$ cat src/sv/ncrf_ram.sv
// Generic simple dual-port RAM with registered read.
module ncrf_ram #(
  parameter int WIDTH = 8,
  parameter int DEPTH = 256,
  localparam int AW = (DEPTH > 1) ? $clog2(DEPTH) : 1
) (
  input  logic             clk,
  input  logic             we,
  input  logic [AW-1:0]    waddr,
  input  logic [WIDTH-1:0] wdata,
  input  logic             re,
  input  logic [AW-1:0]    raddr,
  output logic [WIDTH-1:0] rdata
);

  logic [WIDTH-1:0] mem_r [DEPTH];
  logic [WIDTH-1:0] rdata_r;

  always_ff @(posedge clk) begin
    if (we) begin
      mem_r[waddr] <= wdata;
    end
    if (re) begin
      rdata_r <= mem_r[raddr];
    end
  end

  assign rdata = rdata_r;

endmodule

$ cat config.mk
export PLATFORM = sky130hd
export DESIGN_NAME = ncrf_ram
export DESIGN_NICKNAME = d
export VERILOG_FILES = /design/src/sv/ncrf_ram.sv
export SDC_FILE = /design/constraint.sdc
export NUM_CORES = 2
export LEC_CHECK = 0
export BUFFER_PORTS_ARGS = -buffer_cell sky130_fd_sc_hd__buf_2
export CAP_MARGIN = 25
export CORE_MARGIN = 3
export CORE_UTILIZATION = 57
export DETAILED_ROUTE_END_ITERATION = 10
export GPL_TIMING_DRIVEN = 0
export MAX_ROUTING_LAYER = met4
export PLACE_DENSITY = 0.73
export SYNTH_ARGS = -nofsm -noshare
export SYNTH_HDL_FRONTEND = slang
export SYNTH_SLANG_ARGS = --single-unit
$ cat constraint.sdc
create_clock -name clk -period 2.69 [get_ports clk]
set_clock_uncertainty 0.05 [all_clocks]
set_input_delay 0.1345 -clock clk [delete_from_list [all_inputs] [get_ports clk]]
set_output_delay 0.1345 -clock clk [all_outputs]
set_load 0.05 [all_outputs]
==> results.py <==
metrics = {
    "outcome": {
        "status": "complete, but fails checks",
        "violations": "negative setup slack",
    },
    "placement": {
        "place_area_mm2": 0.08285,
        "place_ws_ns": -2.017,
        "numPortBuffers": 27,
        "dpl.cell_count": 5664,
        "dp_hpwl_mm": 151.8,
        "gp_congestion": 1.015,
    },
    "synth": {
        "synthXorXnorAreaFrac_pct": 0,
        "synth_top_family_by_area": "multiplexers",
        "synth-compound-area-share_pct": 3.416,
        "ys_warn_count": 0,
        "synth-adder-area-share_pct": 0,
        "avgSynthCellArea_um2": 21.33,
        "synth_top_area_share_pct": 77.53,
        "synth_commonest_cells": "edfxtp_1 (2056), mux4_2 (454), nor2_1 (282)",
        "synth_area_mm2": 0.07964,
        "yosysSeqAreaShare_pct": 77.53,
        "synth.area.mux_share_pct": 14.60,
        "synth_area_leaders": "edfxtp_1 (78%), mux4_2 (13%), mux2i_1 (1.7%)",
        "synth_ff_type": "edfxtp_1",
        "synth_most_common_cell": "edfxtp_1",
        "synth-seq-cells": 2056,
        "synth_edf_count": 2056,
        "synth_cell_types": 54,
        "synthSimpleGateAreaFrac_pct": 2.625,
        "syn_nets": 3760,
        "synth_area_leader_cell": "edfxtp_1",
        "synthCells": 3733,
        "synthArstFlopShare_pct": 0,
    },
    "worst_setup_path": {
        "worst-path-buf-inv": 3,
        "worstPathMaxFanout": 10,
        "cp.required_ns": 3.09,
        "critical_path.top_delay_family": "buffers and inverters",
        "cp.arrival_ns": 3.35,
        "slowest_delay_ns": 0.86,
        "cp_common_cell": "clkbuf_1",
        "cp_slowest_cell": "nor2_1",
        "crit_type": "input pin to flip-flop",
        "crit_chain": "clkbuf_1 -> nor2b_1 -> clkbuf_1 -> nand4_1 -> clkbuf_2 -> nor2_1",
        "start_kind": "input pin",
        "end_kind": "flip-flop",
    },
    "power": {
        "internal_power_mw": 51.99,
        "p_switching_mw": 14.80,
        "finalPower_mw": 66.79,
        "power_density_mw_per_mm2": 742.6,
        "ir_drop_v": 0.0007347,
        "pwr-share-clk_pct": 41.2,
        "p_leak_nw": 27.82,
        "p_comb_share_pct": 5.8,
        "swShare_pct": 22.16,
        "seq_power_share_pct": 53.0,
    },
    "run": {
        "drv_cap": 0,
    },
    "timing": {
        "hold_violations": 0,
        "slew_viol_final": 0,
        "fin_crit_sh_pct": 109.4,
        "fin_tns_setup_ns": -51.67,
        "relSlewSlack_pct": 20.87,
        "setup_viol": 499,
        "period_minus_slack_ns": 2.944,
        "hold-worst-slack_ns": 0.07352,
        "fin_ws_ns": -0.2538,
        "worst_slew_pin_slew_ns": 1.187,
        "rsz0062_at_grt": "true",
        "fmax_ghz": 0.3397,
    },
    "clock_tree": {
        "clk_path_buf_depth": 3,
        "cts_tree": "built",
        "clk_pin_slew_worst_paths_ns": 0.06,
        "clock_sinks": 2056,
        "cts.htree.levels": 4,
        "clock_latency_ns": 0.86,
        "cts_root_buf": "clkbuf_16",
        "cts_inserted_buffers": 196,
    },
    "die": {
        "die_w_um": 379.8,
        "die_y_um": 379.8,
        "dieArea_mm2": 0.1442,
        "io_pins": 35,
        "core_mm2": 0.1382,
        "start_util_pct": 57.64,
        "fp-row-count": 136,
    },
    "cells_and_area": {
        "regArea_mm2": 0.06174,
        "final_area_mm2": 0.08994,
        "final_util_pct": 65.09,
        "nFillCells": 8933,
        "fin_cells": 6052,
        "multi_input_area_mm2": 0.01690,
        "drive_gt1_share_pct": 25.51,
        "layout.nets": 4039,
        "syn2layout_area_growth_pct": 12.94,
    },
    "global_routing": {
        "grt_pass1_vias": 40959,
        "overflow": 0,
        "grt.total_usage_pct": 33.19,
        "antenna_found_initial": 15,
        "grt_pass1_wl_mm": 320.0,
        "grt_max_degree": 156,
    },
    "drt": {
        "ant_nets": 0,
        "via_per_inst": 7.048,
        "wirelength_mm": 231.9,
        "vias": 42657,
        "drc": 0,
        "drtIter0Drc": 7509,
        "wl_per_cell_um": 38.32,
        "first_pass_iters": 9,
    },
    "worst_hold_path": {
        "hold_path.class": "input pin to flip-flop",
    },
}
-- state kept, by name, indices dropped and copies added (netlist names) --
name   count
rdata      8
mem_r   2048
-- cell families after synthesis --
group	after synthesis
flops	2056
mux	591
simple gates	466
compound gates	385
buf+inv	235
-- power by group through the flow --
stage	sequential [mW]	combinational [mW]	clock, mW
floorplan	36.1	1.72	0
global placement	36.2	3.49	0
detailed placement	36.0	3.66	0
CTS	35.4	3.73	27.5
global route	35.4	3.94	28.8
finish	35.4	3.90	27.5
-- final cells by class --
type | count | area share, %
plain buffers | 231 | 1.767
clock buffers | 232 | 5.651
repair buffers | 83 | 1.098
clock inverters | 121 | 1.390
well taps | 1863 | 2.592
diodes | 22 | 0.06121
flip-flops and latches | 2056 | 68.65
inverters | 2 | 0.008347
multi-input cells | 1442 | 18.79
-- layout by cell type, fill, tap and decap left out, drive strengths merged, types with 12 or more instances in the layout --
cell type / count
a22oi: 133
nor4: 27
a21oi: 96
o21ai: 12
nand2: 33
bufinv: 20
nor3: 22
mux4: 456
mux2i: 134
nand3: 34
buf: 186
nor2: 282
diode: 22
clkinv: 88
o221ai: 47
nor2b: 31
clkbuf: 346
edfxtp: 2056
a211oi: 16
o22ai: 28
a221oi: 14
-- layer usage --
metal / vias up / GRT usage (%) / wire length (um)
li1: 16307 / - / -
met5: - / - / 0
met1: 21970 / 43.60 / 79410
met4: 0 / 16.22 / 14370
met3: 715 / 11.14 / 34280
met2: 3665 / 47.09 / 103800
-- final timing paths --
path                           start                       to  slack, ns  depth (start not counted)
min reg2reg   mem_r[74][0]$_DFFE_PP_       rdata[0]$_DFFE_PP_       1.15                          5
max                         waddr[2]   mem_r[55][5]$_DFFE_PP_      -0.25                          6
max reg2reg  mem_r[160][1]$_DFFE_PP_       rdata[1]$_DFFE_PP_      -0.02                          6
min                         waddr[6]  mem_r[193][6]$_DFFE_PP_       0.07                          4
-- repair_timing --
action	4_1_cts	5_1_grt
hold buffers	9	0
endpoints found under the hold margin	894	0
buffers inserted	0	2
pin swaps	1	3
endpoints found under the setup margin	67	423
gates resized for setup	88	91
-- worst register-to-register path, stage by stage, from the launching register on --
cell,delay (ns)
edfxtp_1,0.35
mux4_2,0.27
o22a_1,0.13
o21ai_0,0.18
a2111oi_2,0.78
nor3_2,0.21
nor4_4,0.48
(Power assumes the default switching activity.)
