### src/sv/ncrf_pkg.sv
// Package of the network coding relay framer: constants, codes and shared types.
package ncrf_pkg;

  localparam int SLOT_COUNT_DEF = 16;
  localparam int MAX_PACKET_DEF = 256;

  localparam int ID_REPEAT   = 3;
  localparam int NUM_REPEAT  = 3;
  localparam int SESSION_LEN = 6;
  localparam int TRAILER_LEN = 6;
  localparam int TRAILER_MIN = 5;
  localparam int CONFIRM_LEN = 6;
  localparam int GUARD_MIN   = 6;
  localparam int PACKET_MIN  = 7;

  localparam logic [7:0] BYTE_ZERO = 8'h00;
  localparam logic [7:0] BYTE_ONE  = 8'h01;
  localparam logic [7:0] BYTE_MAX  = 8'hFF;

  localparam int CFG_IDX_W  = 3;
  localparam int CFG_DATA_W = 9;

  typedef enum logic [CFG_IDX_W-1:0] {
    REG_SESSION_MODE  = 3'd0,
    REG_GUARD_ENABLE  = 3'd1,
    REG_GUARD_LENGTH  = 3'd2,
    REG_NODE_A_ID     = 3'd3,
    REG_NODE_B_ID     = 3'd4,
    REG_RELAY_ID      = 3'd5,
    REG_PACKET_LENGTH = 3'd6
  } cfg_reg_t;

  typedef enum logic [2:0] {
    RX_IDLE    = 3'd0,
    RX_ID      = 3'd1,
    RX_NUMBER  = 3'd2,
    RX_SESSION = 3'd3,
    RX_DATA    = 3'd4,
    RX_END     = 3'd5
  } rx_phase_t;

  typedef enum logic [3:0] {
    TX_IDLE    = 4'd0,
    TX_CONFIRM = 4'd1,
    TX_SESSION = 4'd2,
    TX_NODE_ID = 4'd3,
    TX_NUMBER  = 4'd4,
    TX_DATA    = 4'd5,
    TX_GUARD   = 4'd6,
    TX_CHECK   = 4'd7,
    TX_SLEEP   = 4'd8
  } tx_phase_t;

  typedef enum logic [2:0] {
    ST_IDLE  = 3'd0,
    ST_CMT_A = 3'd1,
    ST_CPY_A = 3'd2,
    ST_CMT_B = 3'd3,
    ST_CPY_B = 3'd4,
    ST_TX    = 3'd5,
    ST_RD    = 3'd6
  } ctl_state_t;

  // Control inputs of one receiver lane.
  typedef struct packed {
    logic       session_mode;
    logic       req_own;
    logic       confirmed;
    logic [7:0] id;
    logic [7:0] expected;
  } rx_ctl_t;

  // Events a receiver lane reports for one step.
  typedef struct packed {
    logic       set_req;
    logic       commit;
    logic [7:0] num;
  } rx_evt_t;

endpackage

### src/sv/ncrf_ram.sv
// Generic simple dual-port RAM with registered read.
module ncrf_ram #(
  parameter int WIDTH = 8,
  parameter int DEPTH = 256,
  localparam int AW = (DEPTH > 1) ? $clog2(DEPTH) : 1
) (
  input  logic             clk,
  input  logic             we,
  input  logic [AW-1:0]    waddr,
  input  logic [WIDTH-1:0] wdata,
  input  logic             re,
  input  logic [AW-1:0]    raddr,
  output logic [WIDTH-1:0] rdata
);

  logic [WIDTH-1:0] mem_r [DEPTH];
  logic [WIDTH-1:0] rdata_r;

  always_ff @(posedge clk) begin
    if (we) begin
      mem_r[waddr] <= wdata;
    end
    if (re) begin
      rdata_r <= mem_r[raddr];
    end
  end

  assign rdata = rdata_r;

endmodule

### src/sv/ncrf_rx.sv
// Uplink receiver lane: frame parser with its own staging RAM.
module ncrf_rx #(
  parameter int MAX_PACKET = ncrf_pkg::MAX_PACKET_DEF,
  localparam int KW = $clog2(MAX_PACKET),
  localparam int LW = $clog2(MAX_PACKET + 1)
) (
  input  logic              clk,
  input  logic              rst_n,
  input  logic              step,
  input  logic [7:0]        byte_i,
  input  ncrf_pkg::rx_ctl_t ctl,
  input  logic [LW-1:0]     eff_len,
  output ncrf_pkg::rx_evt_t evt,
  input  logic              cp_re,
  input  logic [KW-1:0]     cp_raddr,
  output logic [7:0]        cp_rdata
);

  ncrf_pkg::rx_phase_t phase_r, phase_nxt;
  logic [LW-1:0] idx_r, idx_nxt, idx_t;
  logic [2:0]    cnt_r, cnt_nxt, cnt_t;
  logic [7:0]    nb_r [3];
  logic [7:0]    nb_nxt [3];
  logic [7:0]    cur_r, cur_nxt;
  logic          stg_we;
  logic          got;
  logic [7:0]    vote;
  logic          id_hit;

  assign id_hit = (byte_i == ctl.id);

  always_comb begin
    phase_nxt = phase_r;
    idx_nxt   = idx_r;
    cnt_nxt   = cnt_r;
    nb_nxt    = nb_r;
    cur_nxt   = cur_r;
    stg_we    = 1'b0;
    evt       = '0;
    evt.num   = cur_r;
    idx_t     = LW'(idx_r + 1'b1);
    cnt_t     = cnt_r;
    got       = 1'b0;
    vote      = ncrf_pkg::BYTE_ZERO;
    unique case (phase_r)
      ncrf_pkg::RX_IDLE: begin
        if (id_hit) begin
          phase_nxt = ncrf_pkg::RX_ID;
          idx_nxt   = LW'(1);
          cnt_nxt   = 3'd1;
        end
      end
      ncrf_pkg::RX_ID: begin
        cnt_t = cnt_r + 3'(id_hit);
        if (idx_t >= LW'(ncrf_pkg::ID_REPEAT)) begin
          idx_nxt = '0;
          cnt_nxt = '0;
          if (cnt_t == 3'(ncrf_pkg::ID_REPEAT)) begin
            phase_nxt = ncrf_pkg::RX_NUMBER;
          end else if (id_hit) begin
            // The failing third byte may itself open a new frame.
            phase_nxt = ncrf_pkg::RX_ID;
            idx_nxt   = LW'(1);
            cnt_nxt   = 3'd1;
          end else begin
            phase_nxt = ncrf_pkg::RX_IDLE;
          end
        end else begin
          idx_nxt = idx_t;
          cnt_nxt = cnt_t;
        end
      end
      ncrf_pkg::RX_NUMBER: begin
        if (idx_r < LW'(ncrf_pkg::NUM_REPEAT)) begin
          nb_nxt[idx_r[1:0]] = byte_i;
        end
        if (idx_t >= LW'(ncrf_pkg::NUM_REPEAT)) begin
          idx_nxt   = '0;
          phase_nxt = ncrf_pkg::RX_IDLE;
          got       = 1'b1;
          if (nb_nxt[0] == nb_nxt[1]) begin
            vote = nb_nxt[0];
          end else if (nb_nxt[1] == nb_nxt[2]) begin
            vote = nb_nxt[1];
          end else if (nb_nxt[2] == nb_nxt[0]) begin
            vote = nb_nxt[2];
          end else begin
            got = 1'b0;
          end
          if (got) begin
            if (vote == ncrf_pkg::BYTE_ZERO && !ctl.req_own && ctl.session_mode) begin
              phase_nxt = ncrf_pkg::RX_SESSION;
            end else if (vote != ncrf_pkg::BYTE_ZERO &&
                         (ctl.confirmed || !ctl.session_mode)) begin
              cur_nxt   = vote;
              phase_nxt = ncrf_pkg::RX_DATA;
            end
          end
        end else begin
          idx_nxt = idx_t;
        end
      end
      ncrf_pkg::RX_SESSION: begin
        cnt_t = cnt_r + 3'(byte_i == ctl.expected);
        if (idx_t >= LW'(ncrf_pkg::SESSION_LEN)) begin
          evt.set_req = (cnt_t == 3'(ncrf_pkg::SESSION_LEN));
          phase_nxt   = ncrf_pkg::RX_IDLE;
          idx_nxt     = '0;
          cnt_nxt     = '0;
        end else begin
          idx_nxt = idx_t;
          cnt_nxt = cnt_t;
        end
      end
      ncrf_pkg::RX_DATA: begin
        stg_we = 1'b1;
        if (idx_t >= eff_len) begin
          idx_nxt   = '0;
          phase_nxt = ncrf_pkg::RX_END;
        end else begin
          idx_nxt = idx_t;
        end
      end
      ncrf_pkg::RX_END: begin
        cnt_t = cnt_r + 3'(byte_i == ncrf_pkg::BYTE_ZERO);
        if (idx_t >= LW'(ncrf_pkg::TRAILER_LEN)) begin
          evt.commit = (cnt_t >= 3'(ncrf_pkg::TRAILER_MIN));
          phase_nxt  = ncrf_pkg::RX_IDLE;
          idx_nxt    = '0;
          cnt_nxt    = '0;
        end else begin
          idx_nxt = idx_t;
          cnt_nxt = cnt_t;
        end
      end
      default: begin
        phase_nxt = ncrf_pkg::RX_IDLE;
        idx_nxt   = '0;
        cnt_nxt   = '0;
      end
    endcase
    if (!step) begin
      evt = '0;
    end
  end

  always_ff @(posedge clk) begin
    if (!rst_n) begin
      phase_r <= ncrf_pkg::RX_IDLE;
      idx_r   <= '0;
      cnt_r   <= '0;
    end else if (step) begin
      phase_r <= phase_nxt;
      idx_r   <= idx_nxt;
      cnt_r   <= cnt_nxt;
    end
  end

  always_ff @(posedge clk) begin
    if (step) begin
      nb_r  <= nb_nxt;
      cur_r <= cur_nxt;
    end
  end

  ncrf_ram #(.WIDTH(8), .DEPTH(MAX_PACKET)) u_staging (
    .clk   (clk),
    .we    (step && stg_we),
    .waddr (idx_r[KW-1:0]),
    .wdata (byte_i),
    .re    (cp_re),
    .raddr (cp_raddr),
    .rdata (cp_rdata)
  );

endmodule

### config.mk
export PLATFORM = sky130hd
export DESIGN_NAME = ncrf_rx
export DESIGN_NICKNAME = d
export VERILOG_FILES = /design/src/sv/ncrf_pkg.sv /design/src/sv/ncrf_ram.sv /design/src/sv/ncrf_rx.sv
export SDC_FILE = /design/constraint.sdc
export NUM_CORES = 2
export LEC_CHECK = 0
export ABC_AREA = 0
export BUFFER_PORTS_ARGS = -buffer_cell sky130_fd_sc_hd__buf_2
export CAP_MARGIN = 20
export CORE_UTILIZATION = 40
export CTS_CLUSTER_DIAMETER = 50
export DETAILED_ROUTE_END_ITERATION = 6
export GPL_ROUTABILITY_DRIVEN = 0
export PLACE_DENSITY_LB_ADDON = 0.1
export SKIP_CTS_REPAIR_TIMING = 1
export SLEW_MARGIN = 20
export SYNTH_ARGS = -nofsm -noshare
export SYNTH_HDL_FRONTEND = slang
export SYNTH_SLANG_ARGS = --single-unit
### constraint.sdc
create_clock -name clk -period 7.42 [get_ports clk]
set_input_delay 1.484 -clock clk [delete_from_list [all_inputs] [get_ports clk]]
set_output_delay 1.484 -clock clk [all_outputs]
set_load 0.01 [all_outputs]
==> qor.yml <==
critical_path:
  arrival_ns: 3.93
  reg2reg_slack_ns: 3.10
  crit_start: "idx_r[7]"
  r2r_cells: 14
  rr_endpoint: "idx_r[2]"
  crit_path_max_fanout: 19
  start_kind: "flop"
  critPathCaptureType: "output pin"
  crit_required_ns: 5.94
  critPathKind: "flop to output pin"
  crit-reg2reg-launch: "idx_r[0]"
power_and_ir_drop:
  cellLeakagePower_nw: 29.2
  peakVddDrop_mv: 0.247
  power.density_mw_per_mm2: 274
grt:
  grt_start_max_net_pins: 145
  antenna_found_initial: 16
  gr-total-overflow: 0
  first_global_vias: 39769
  grt_first_pass_wirelength_mm: 307
  track_usage_pct: 20.8
floorplan:
  fp.coreArea_mm2: 0.205
  dieWidth_um: 457
  row_count: 166
  dieArea_mm2: 0.209
  die_h_um: 457
  start_util_pct: 40.3
  ios: 66
cts:
  clock_sinks: 2103
  cts_buffers: 232
  clk_pin_slew_worst_paths_ns: 0.06
  clk_latency_ns: 0.87
  h-tree-depth: 4
  clockRootBuffer: "clkbuf_16"
  clk_path_buf_depth: 3
  cts_tree: "done"
route:
  dr.pass1.iters: 5
  drt_iter0_markers: 4074
  drc: 0
  drtAntennaViolNets: 0
  vias: 38236
  routed_wirelength_mm: 215
  vias_per_cell: 5.67
  wl_per_cell_um: 31.9
sta:
  period_needed_ns: 5.41
  finalSetupViolCount: 0
  fmax_mhz: 185
  rsz0062_at_grt: "no"
  whs_ns: 0.589
  hold_violations: 0
  finalWorstSetupSlack_ns: 2.01
  maxSlewHeadroom_pct: 21.4
  finClkSkew_ns: 0.0397
  tightest_slew_ns: 1.17
  period_share_pct: 72.9
  drv_slew: 0
  setup_tns_ns: 0
hold_path:
  hold_path_end: "cnt_r[1]"
  hp-class: "flop to flop"
  hold_depth: 2
  hold_start: "cnt_r[1]"
synth:
  synth.largest_area_cell: "edfxtp_1"
  synth_top_area_share_pct: 75.8
  ys_async_sr_fraction_pct: 0
  yosys_warnings: 0
  synthesis.nets: 3695
  ys_seq_elements: 2103
  yosys-top-cells-area: "edfxtp_1, mux4_2, nor2_1"
  synth_area_mm2: 0.0827
  synthCells: 3628
  ys_types: 57
  yosysSeqAreaShare_pct: 76.2
  synth-main-ff-cell: "edfxtp_1"
  syn_avg_cell_area_um2: 22.8
  synth-edff-count: 2088
cells_and_area:
  fillCellCount: 16801
  final_layout_size_suffix_gt1_share_pct: 31.2
  area_growth_syn_to_layout_pct: 14.5
  final_nets: 3914
place:
  post-place-ws_ns: 2.16
  dp_hpwl_mm: 130
  port_buffers: 65
job:
  cap_violations: 0
run_status:
  status: "completed"
## synthesized netlist by cell type, drive strengths merged, types with 15 or more instances
library cell and n:
dfxtp 15, clkbuf 132, inv 41, o21ai 15, nor3 16, nand3 16, ha 19, buf 66
edfxtp 2088, mux4 680, and2 22, xnor2 46, nand2 51, nor2 286, mux2i 24
## stage by stage
step | std cells | util, % | instance area, µm² | power [mW]
2_1_floorplan | 3628 | - | 82700 | 14.0
6_report | 6740 | 46.2 | 94600 | 25.9
4_1_cts | 6731 | 46.1 | 94600 | 26.1
3_3_place_gp | 6295 | 42.4 | 86900 | 14.7
3_5_place_dp | 6299 | 42.4 | 87000 | 14.7
5_1_grt | 6734 | 46.2 | 94600 | 26.6
## state kept, by name, indices dropped and copies added, names as in the netlist
name,count
u_staging.mem_r,2048
cnt_r,3
nb_r,24
idx_r,9
cur_r,8
u_staging.rdata,8
phase_r,3
## worst max-delay path: stages (launching register included)
cell and delay, ns:
dfxtp_1 0.75, nand4_2 0.64, and3_1 0.44, a211oi_1 0.36, or4_1 0.33, nand2_1 0.11
nor4_1 0.26, buf_2 0.18
## cells in the final DEF, fill, tap and decap left out, types with 20 or more instances in the layout
cell type     n
bufinv_16    25
clkinv_2     41
and2_1       20
clkbuf_16   238
buf_4        91
inv_1        41
edfxtp_1   2088
mux4_2      680
clkbuf_1     50
clkinv_1     42
nand2_1      51
xnor2_1      46
nor2_1      253
buf_12       23
buf_2        53
mux2i_1      24
nor2_2       32
## kinds of logic after synthesis
family | after synthesis | share of synthesized area [%]
DFF | 2103 | 76.2
muxes | 704 | 18.8
and+or+nand+nor | 445 | 2.48
buffers and inverters | 239 | 1.11
AOI/OAI and AO/OA | 72 | 0.623
xor gates and xnor gates | 46 | 0.487
adders and majority gates | 19 | 0.288
## final cells by class
class | count | area, µm² | share of cell area [%]
Antenna cell | 7 | 17.5 | 0.0185
Multi-Input combinational cell | 1286 | 18900 | 19.9
Tap cell | 2688 | 3360 | 3.55
Sequential cell | 2103 | 63000 | 66.6
Clock buffer | 288 | 6140 | 6.49
Inverter | 41 | 154 | 0.163
Clock inverter | 144 | 1460 | 1.55
Timing Repair Buffer | 183 | 1630 | 1.73
## per-layer routing
metal | GRT usage (%) | part of all wire, % | wire (µm)
met2 | 33.5 | 49 | 105000
met5 | 0 | 0 | 0
met3 | 3.12 | 5.4 | 11600
met4 | 4.72 | 1.8 | 3860
met1 | 29.9 | 44 | 94600
## worst max path at each step
stage / to / slack, ns / depth (start not counted)
finish: evt[9] / 2.01 / 7
global route: evt[9] / 1.61 / 7
CTS: evt[9] / 1.88 / 7
detailed placement: u_staging.rdata[5] / 2.16 / 6
global placement: u_staging.rdata[6] / 2.13 / 7
floorplan: u_staging.rdata[0] / 2.65 / 7
## power by group
group | switching, mW | total (mW) | internal, mW
Combinational | 0.752 | 1.27 | 0.518
Clock | 4.77 | 11.5 | 6.74
Sequential | 0.0253 | 13.1 | 13.1
Total | 5.55 | 25.9 | 20.3
(Power assumes the default switching activity.)
